<file path="config.mk">
export PLATFORM = sky130hd
export DESIGN_NAME = cpme_ctrl
export DESIGN_NICKNAME = d
export VERILOG_FILES = /design/src/rtl/cpme_pkg.sv /design/src/rtl/cpme_ctrl.sv
export SDC_FILE = /design/constraint.sdc
export NUM_CORES = 1
export LEC_CHECK = 0
export ABC_CLOCK_PERIOD_IN_PS = 2900
export BUFFER_PORTS_ARGS = -buffer_cell sky130_fd_sc_hd__buf_2
export CELL_PAD_IN_SITES_DETAIL_PLACEMENT = 1
export CELL_PAD_IN_SITES_GLOBAL_PLACEMENT = 2
export CORE_MARGIN = 5
export CORE_UTILIZATION = 28
export DETAILED_ROUTE_END_ITERATION = 10
export PLACE_DENSITY = 0.82
export SLEW_MARGIN = 25
export SYNTH_ARGS = -nofsm -noshare
export SYNTH_HDL_FRONTEND = slang
export SYNTH_SLANG_ARGS = --single-unit
</file>
<file path="constraint.sdc">
create_clock -name clk -period 2.9 [get_ports clk]
set_clock_uncertainty 0.2 [all_clocks]
set_input_delay 0.58 -clock clk [delete_from_list [all_inputs] [get_ports clk]]
set_output_delay 0.58 -clock clk [all_outputs]
set_load 0.05 [all_outputs]
</file>
<file path="src/rtl/cpme_pkg.sv">
`timescale 1ns / 1ps
`default_nettype none
package cpme_pkg;

  localparam int VERTICES  = 64;
  localparam int NIDS      = VERTICES + 1;
  localparam int FRESH_ID  = 0;

  typedef logic [5:0] vid_t;
  typedef logic [6:0] cid_t;
  typedef logic [4:0] step_t;

  localparam logic [2:0] CMD_CLEAR  = 3'd0;
  localparam logic [2:0] CMD_WRITE  = 3'd1;
  localparam logic [2:0] CMD_ASSIGN = 3'd2;
  localparam logic [2:0] CMD_BUILD  = 3'd3;
  localparam logic [2:0] CMD_MOVE   = 3'd4;

  localparam logic [2:0] STS_OK      = 3'd0;
  localparam logic [2:0] STS_BAD_ID  = 3'd1;
  localparam logic [2:0] STS_NO_FREE = 3'd2;
  localparam logic [2:0] STS_UNUSED  = 3'd3;
  localparam logic [2:0] STS_SAME    = 3'd4;

  localparam step_t ST_IDLE = 5'd0;
  localparam step_t ST_DISP = 5'd1;
  localparam step_t ST_CLR  = 5'd2;
  localparam step_t ST_WW0  = 5'd3;
  localparam step_t ST_WW1  = 5'd4;
  localparam step_t ST_AS0  = 5'd5;
  localparam step_t ST_AS1  = 5'd6;
  localparam step_t ST_AS2  = 5'd7;
  localparam step_t ST_MV0  = 5'd8;
  localparam step_t ST_MV1  = 5'd9;
  localparam step_t ST_MV2  = 5'd10;
  localparam step_t ST_MV3  = 5'd11;
  localparam step_t ST_MV4  = 5'd12;
  localparam step_t ST_MV5  = 5'd13;
  localparam step_t ST_MV6  = 5'd14;
  localparam step_t ST_MV7  = 5'd15;
  localparam step_t ST_MV8  = 5'd16;
  localparam step_t ST_MV9  = 5'd17;
  localparam step_t ST_L0   = 5'd18;
  localparam step_t ST_L1   = 5'd19;
  localparam step_t ST_L2   = 5'd20;
  localparam step_t ST_BR0  = 5'd21;
  localparam step_t ST_BC   = 5'd22;
  localparam step_t ST_BJ0  = 5'd23;
  localparam step_t ST_BJ1  = 5'd24;
  localparam step_t ST_BJ2  = 5'd25;
  localparam step_t ST_DONE = 5'd26;

  typedef struct packed {
    step_t step;
    logic  idle;
    logic  accept;
    logic  load_out;
  } ctrl_t;

  typedef struct packed {
    logic [2:0] cmd;
    logic       as_bad;
    logic       mv_reject;
    logic       i_last;
    logic       j_last;
    logic       c_last;
    logic       out_free;
  } stat_t;

endpackage
`default_nettype wire

</file>
<file path="src/rtl/cpme_ctrl.sv">
`timescale 1ns / 1ps
`default_nettype none
module cpme_ctrl (
  input  wire logic            clk,
  input  wire logic            rst,
  input  wire logic            in_valid,
  input  wire cpme_pkg::stat_t st,
  output cpme_pkg::ctrl_t      ctl
);

  cpme_pkg::step_t state, state_next;

  always_ff @(posedge clk) begin
    if (rst) begin
      state <= cpme_pkg::ST_IDLE;
    end else begin
      state <= state_next;
    end
  end

  always_comb begin
    state_next = state;
    case (state)
      cpme_pkg::ST_IDLE: if (in_valid) state_next = cpme_pkg::ST_DISP;
      cpme_pkg::ST_DISP: begin
        case (st.cmd)
          cpme_pkg::CMD_CLEAR:  state_next = cpme_pkg::ST_CLR;
          cpme_pkg::CMD_WRITE:  state_next = cpme_pkg::ST_WW0;
          cpme_pkg::CMD_ASSIGN: state_next = cpme_pkg::ST_AS0;
          cpme_pkg::CMD_BUILD:  state_next = cpme_pkg::ST_BR0;
          cpme_pkg::CMD_MOVE:   state_next = cpme_pkg::ST_MV0;
          default:              state_next = cpme_pkg::ST_DONE;
        endcase
      end
      cpme_pkg::ST_CLR: state_next = cpme_pkg::ST_DONE;
      cpme_pkg::ST_WW0: state_next = cpme_pkg::ST_WW1;
      cpme_pkg::ST_WW1: state_next = cpme_pkg::ST_DONE;
      cpme_pkg::ST_AS0: state_next = st.as_bad ? cpme_pkg::ST_DONE : cpme_pkg::ST_AS1;
      cpme_pkg::ST_AS1: state_next = cpme_pkg::ST_AS2;
      cpme_pkg::ST_AS2: state_next = cpme_pkg::ST_DONE;
      cpme_pkg::ST_MV0: state_next = cpme_pkg::ST_MV1;
      cpme_pkg::ST_MV1: state_next = st.mv_reject ? cpme_pkg::ST_DONE : cpme_pkg::ST_MV2;
      cpme_pkg::ST_MV2: state_next = cpme_pkg::ST_MV3;
      cpme_pkg::ST_MV3: state_next = cpme_pkg::ST_MV4;
      cpme_pkg::ST_MV4: state_next = cpme_pkg::ST_L0;
      cpme_pkg::ST_L0:  state_next = cpme_pkg::ST_L1;
      cpme_pkg::ST_L1:  state_next = cpme_pkg::ST_L2;
      cpme_pkg::ST_L2:  state_next = st.i_last ? cpme_pkg::ST_MV5 : cpme_pkg::ST_L0;
      cpme_pkg::ST_MV5: state_next = cpme_pkg::ST_MV6;
      cpme_pkg::ST_MV6: state_next = cpme_pkg::ST_MV7;
      cpme_pkg::ST_MV7: state_next = cpme_pkg::ST_MV8;
      cpme_pkg::ST_MV8: state_next = cpme_pkg::ST_MV9;
      cpme_pkg::ST_MV9: state_next = cpme_pkg::ST_DONE;
      cpme_pkg::ST_BR0: state_next = cpme_pkg::ST_BC;
      cpme_pkg::ST_BC:  state_next = st.c_last ? cpme_pkg::ST_BJ0 : cpme_pkg::ST_BC;
      cpme_pkg::ST_BJ0: state_next = cpme_pkg::ST_BJ1;
      cpme_pkg::ST_BJ1: state_next = cpme_pkg::ST_BJ2;
      cpme_pkg::ST_BJ2: begin
        if (st.j_last) begin
          state_next = st.i_last ? cpme_pkg::ST_DONE : cpme_pkg::ST_BR0;
        end else begin
          state_next = cpme_pkg::ST_BJ0;
        end
      end
      cpme_pkg::ST_DONE: if (st.out_free) state_next = cpme_pkg::ST_IDLE;
      default: state_next = cpme_pkg::ST_IDLE;
    endcase
  end

  always_comb begin
    ctl.step     = state;
    ctl.idle     = (state == cpme_pkg::ST_IDLE);
    ctl.accept   = (state == cpme_pkg::ST_IDLE) && in_valid;
    ctl.load_out = (state == cpme_pkg::ST_DONE) && st.out_free;
  end

endmodule
`default_nettype wire

</file>
==> impl_results.md <==
- CP Class: reg -> out
- Number of failing setup endpoints in the final timing report: 0
- Met3 Use GR: between 2 and 2.5%
- Number of search-and-repair iterations in the first detailed-routing pass: 4
- Critical path's top delay family: flip-flops
- IR Drop Worst-Case VDD: roughly 0.00071 V
- Sequence of cells on the critical path: nor2_1 -> nand2_1 -> nor2_2 -> and2_1 -> buf_2
- Kind of end point of the critical path: output port
- Clock root buffer master: sky130_fd_sc_hd__clkbuf_4
- Highest achievable clock rate: between 300 and 400 MHz
- Total number of placement rows: 17
- Rel. slew slack: 55.8%
- Fill cell instance count of the final layout: 310
- Leak: roughly 0.32 nW
- Worst Path Max Fanout: 22
- Die outline width: roughly 60 µm
- Max-slew violation count: 0
- Setup repair after global routing missed its margin: false
- Final #Nets: roughly 130
- Starting density of the core: ~30%
- Final weighted congestion in routability-driven placement: 0.849
- Min Tclk post-route: 2550 ps
- Fraction of met2 tracks used by global routing: a little under a quarter
- Number of buffers and inverters on the critical path: 1
- Cell area after synthesis: around 670 µm²
- Combinational power share: 71.9%
- Worst hold-check path type: in -> reg
- Fraction of met1 tracks used by global routing: a little over a fifth
- Iteration-0 DRC count of the detailed router: 34
- Post-synth top cells: sky130_fd_sc_hd__a21oi_1, sky130_fd_sc_hd__nor2_1, sky130_fd_sc_hd__nand2_1, sky130_fd_sc_hd__nand3_1
- Final Hold Viols: 0
- Worst-skew pair later-pin latency: 250 ps
- Most crowded layer after global routing: met2
- CTS tree: yes
- Library cell occupying the most area in the post-synthesis netlist: sky130_fd_sc_hd__dfxtp_1
- Slowest cell on the critical path: sky130_fd_sc_hd__dfxtp_1
- Period Utilization, post-route: 88.1%
- CTS sink cnt: 5
- Crit path depth: 5
- Reported max-cap violation count: 0
- Number of flip-flops in the largest register: 5
- Startpoint type of the worst setup path: flop
- Antenna violations before repair: 0
- Largest registers: state: 5 flops
- Worst-case reg-to-reg path depth: 5
- Launching element of the worst setup path: state[1]
- Antenna diode count: 0
- Post-Synthesis Cells: 102
- Pin slew with the least headroom to its limit: 662 ps
- CTS clock-pin slew for the worst setup and hold paths: roughly 50 ps
- Post-route ant nets: 0
- Synth top area share: around 15%
- Avg Vias per Cell: about 5.7
- Post-layout total power: about 0.92 mW
- Net Switching: between 0.5 and 0.6 mW
- Cell internal power dissipation: approximately 0.37 mW
- Library cells used by synthesis: 41
- Detailed-route via count: roughly 840
- Footprint of the multi-input gates: around 520 µm²
- Core region area: around 0.0023 mm²
- Yosys synthesis warning count: 0
- Remaining design rule violation count: 0
- R2r startpoint: state[2]
- Sequential-to-total area share from yosys stat: approximately 15%
- Net count after synthesis: about 110
- Per-instance average area after synthesis: 6.60 µm²
- Main area contributors after synthesis: sky130_fd_sc_hd__dfxtp_1, sky130_fd_sc_hd__a21oi_1, sky130_fd_sc_hd__nand3_1
- H-Tree Level Count: 1
- Number of port buffers: 19
- Fraction of final layout cells with drive strength greater than 1: a little over a quarter
- Worst EP required: 2120 ps
- Global-route congestion overflow total: 0
- Area Overhead vs Synth: 21.4%
- Vertical extent of the die: about 59 µm
- Largest net degree at the start of global routing: 27
- Post-DP HPWL: roughly 1800 µm
- Share of flip-flops with an asynchronous set or reset after synthesis: 0%
- Final Routed Wirelength: ~2400 µm
- Count of flip-flops with a built-in enable after synthesis: 0
- Sequential Area: between 100 and 150 µm²
- Arrival time at the worst endpoint: between 1500 and 2000 ps
- Buffer count from post-CTS setup fixing: 0
- Largest stage delay on the critical path: approximately 740 ps
- Power Density: ~1100 mW/mm²
- Switching power as a share of total power: about three fifths
- Count of instances resized after the clock tree is built: 0
- Longest Clk Path Bufs: 2
- GRT Total Usage: 14.9%
- Part of the power in registers: about a fifth
- Number of buffers inserted during clock tree synthesis: 3
- Most flops, register: state
- Global-route wire length before repair: 4080 µm
- Cts-stage hold buffer count: 0
- IO Pins: 20
- Number of global-route vias before repair: ~850
- Clock power share: 9.3%
- DIE AREA: between 0.003 and 0.004 mm²
- Most instantiated flip-flop cell in the synthesis netlist: sky130_fd_sc_hd__dfxtp_1
- Final setup TNS: 0 ps
- Post-layout util: 36.2%
- Post-DR wirelength/cell: 16.6 µm
- Post-synthesis register bit count: 5
- Depth of the worst hold-timing path: 2
- Result of the run: finished clean
- Worst min-delay path startpoint: rst
==> final timing paths <==
| check | endpoint | slack [ps] |
|---|---|---|
| max | ctl[1] | 350 |
| max reg2reg | state[2] | 850 |
| min | state[2] | 380 |
| min reg2reg | state[1] | 500 |
==> power groups by stage <==
| stage | clock [mW] | combinational, mW | sequential (mW) |
|---|---|---|---|
| floorplan | 0 | 0.465 | 0.212 |
| global placement | 0 | 0.658 | 0.170 |
| detailed placement | 0 | 0.660 | 0.174 |
| CTS | 0.0851 | 0.662 | 0.172 |
| global route | 0.0887 | 0.724 | 0.182 |
| finish | 0.0856 | 0.663 | 0.174 |
==> logic make-up (layout without fill, tap and decap cells) <==
kind of cell | count (synthesis) | count (layout) | synth area share [%]
xor gates and xnor gates | 1 | 1 | 1.30
muxes | 1 | 1 | 1.67
buffers and inverters | 14 | 31 | 9.85
DFF | 5 | 5 | 14.9
and+or+nand+nor | 48 | 48 | 39.8
AOI/OAI and AO/OA | 33 | 33 | 32.5
==> layout by cell type, fill, tap and decap left out, types with 2 or more instances in the layout <==
cell / n
sky130_fd_sc_hd__nor3_1: 2
sky130_fd_sc_hd__buf_4: 4
sky130_fd_sc_hd__inv_1: 4
sky130_fd_sc_hd__buf_2: 19
sky130_fd_sc_hd__clkbuf_4: 3
sky130_fd_sc_hd__nor2b_1: 3
sky130_fd_sc_hd__nand4_1: 2
sky130_fd_sc_hd__a31o_2: 2
sky130_fd_sc_hd__nor3b_1: 2
sky130_fd_sc_hd__nand3_1: 7
sky130_fd_sc_hd__o21ai_0: 5
sky130_fd_sc_hd__nand2_1: 7
sky130_fd_sc_hd__a21oi_1: 8
sky130_fd_sc_hd__dfxtp_1: 5
sky130_fd_sc_hd__and2_1: 2
sky130_fd_sc_hd__a211oi_1: 3
sky130_fd_sc_hd__nor4_1: 3
sky130_fd_sc_hd__nor2_1: 7
sky130_fd_sc_hd__and3_1: 2
sky130_fd_sc_hd__a31oi_1: 5
==> cell type report <==
cell class	count	share of cell area (%)
inverters	4	1.84
repair buffers	23	15.3
clock buffers	4	3.22
well taps	28	4.29
multi-input cells	83	63.1
flip-flops and latches	5	12.3
==> metrics by stage <==
stage               worst slack [ps]  instances  hold WS (ps)  area [µm²]
finish                           346        147           380         817
global route                     200        147           390         817
CTS                              371        147           389         817
detailed placement               637        143           492         791
global placement                 674        143           449         791
floorplan                        131        102           449         682
==> worst register-to-register path: cells and delay by family (launching register included) <==
kind / cells / cell delay, ps
AND/OR/NAND/NOR: 1 / 430
flip-flops: 1 / 600
buffers and inverters: 1 / 240
AO/OA/AOI/OAI: 3 / 500
==> per-layer routing <==
layer / wire [µm] / share of wire [%] / vias up
li1: - / - / 419
met1: 1140 / 47 / 395
met2: 1150 / 47 / 30
met3: 151 / 6.2 / 0
met4: 0 / 0 / 0
met5: 0 / 0 / -
Note: power is estimated with default switching activity, not from simulation.
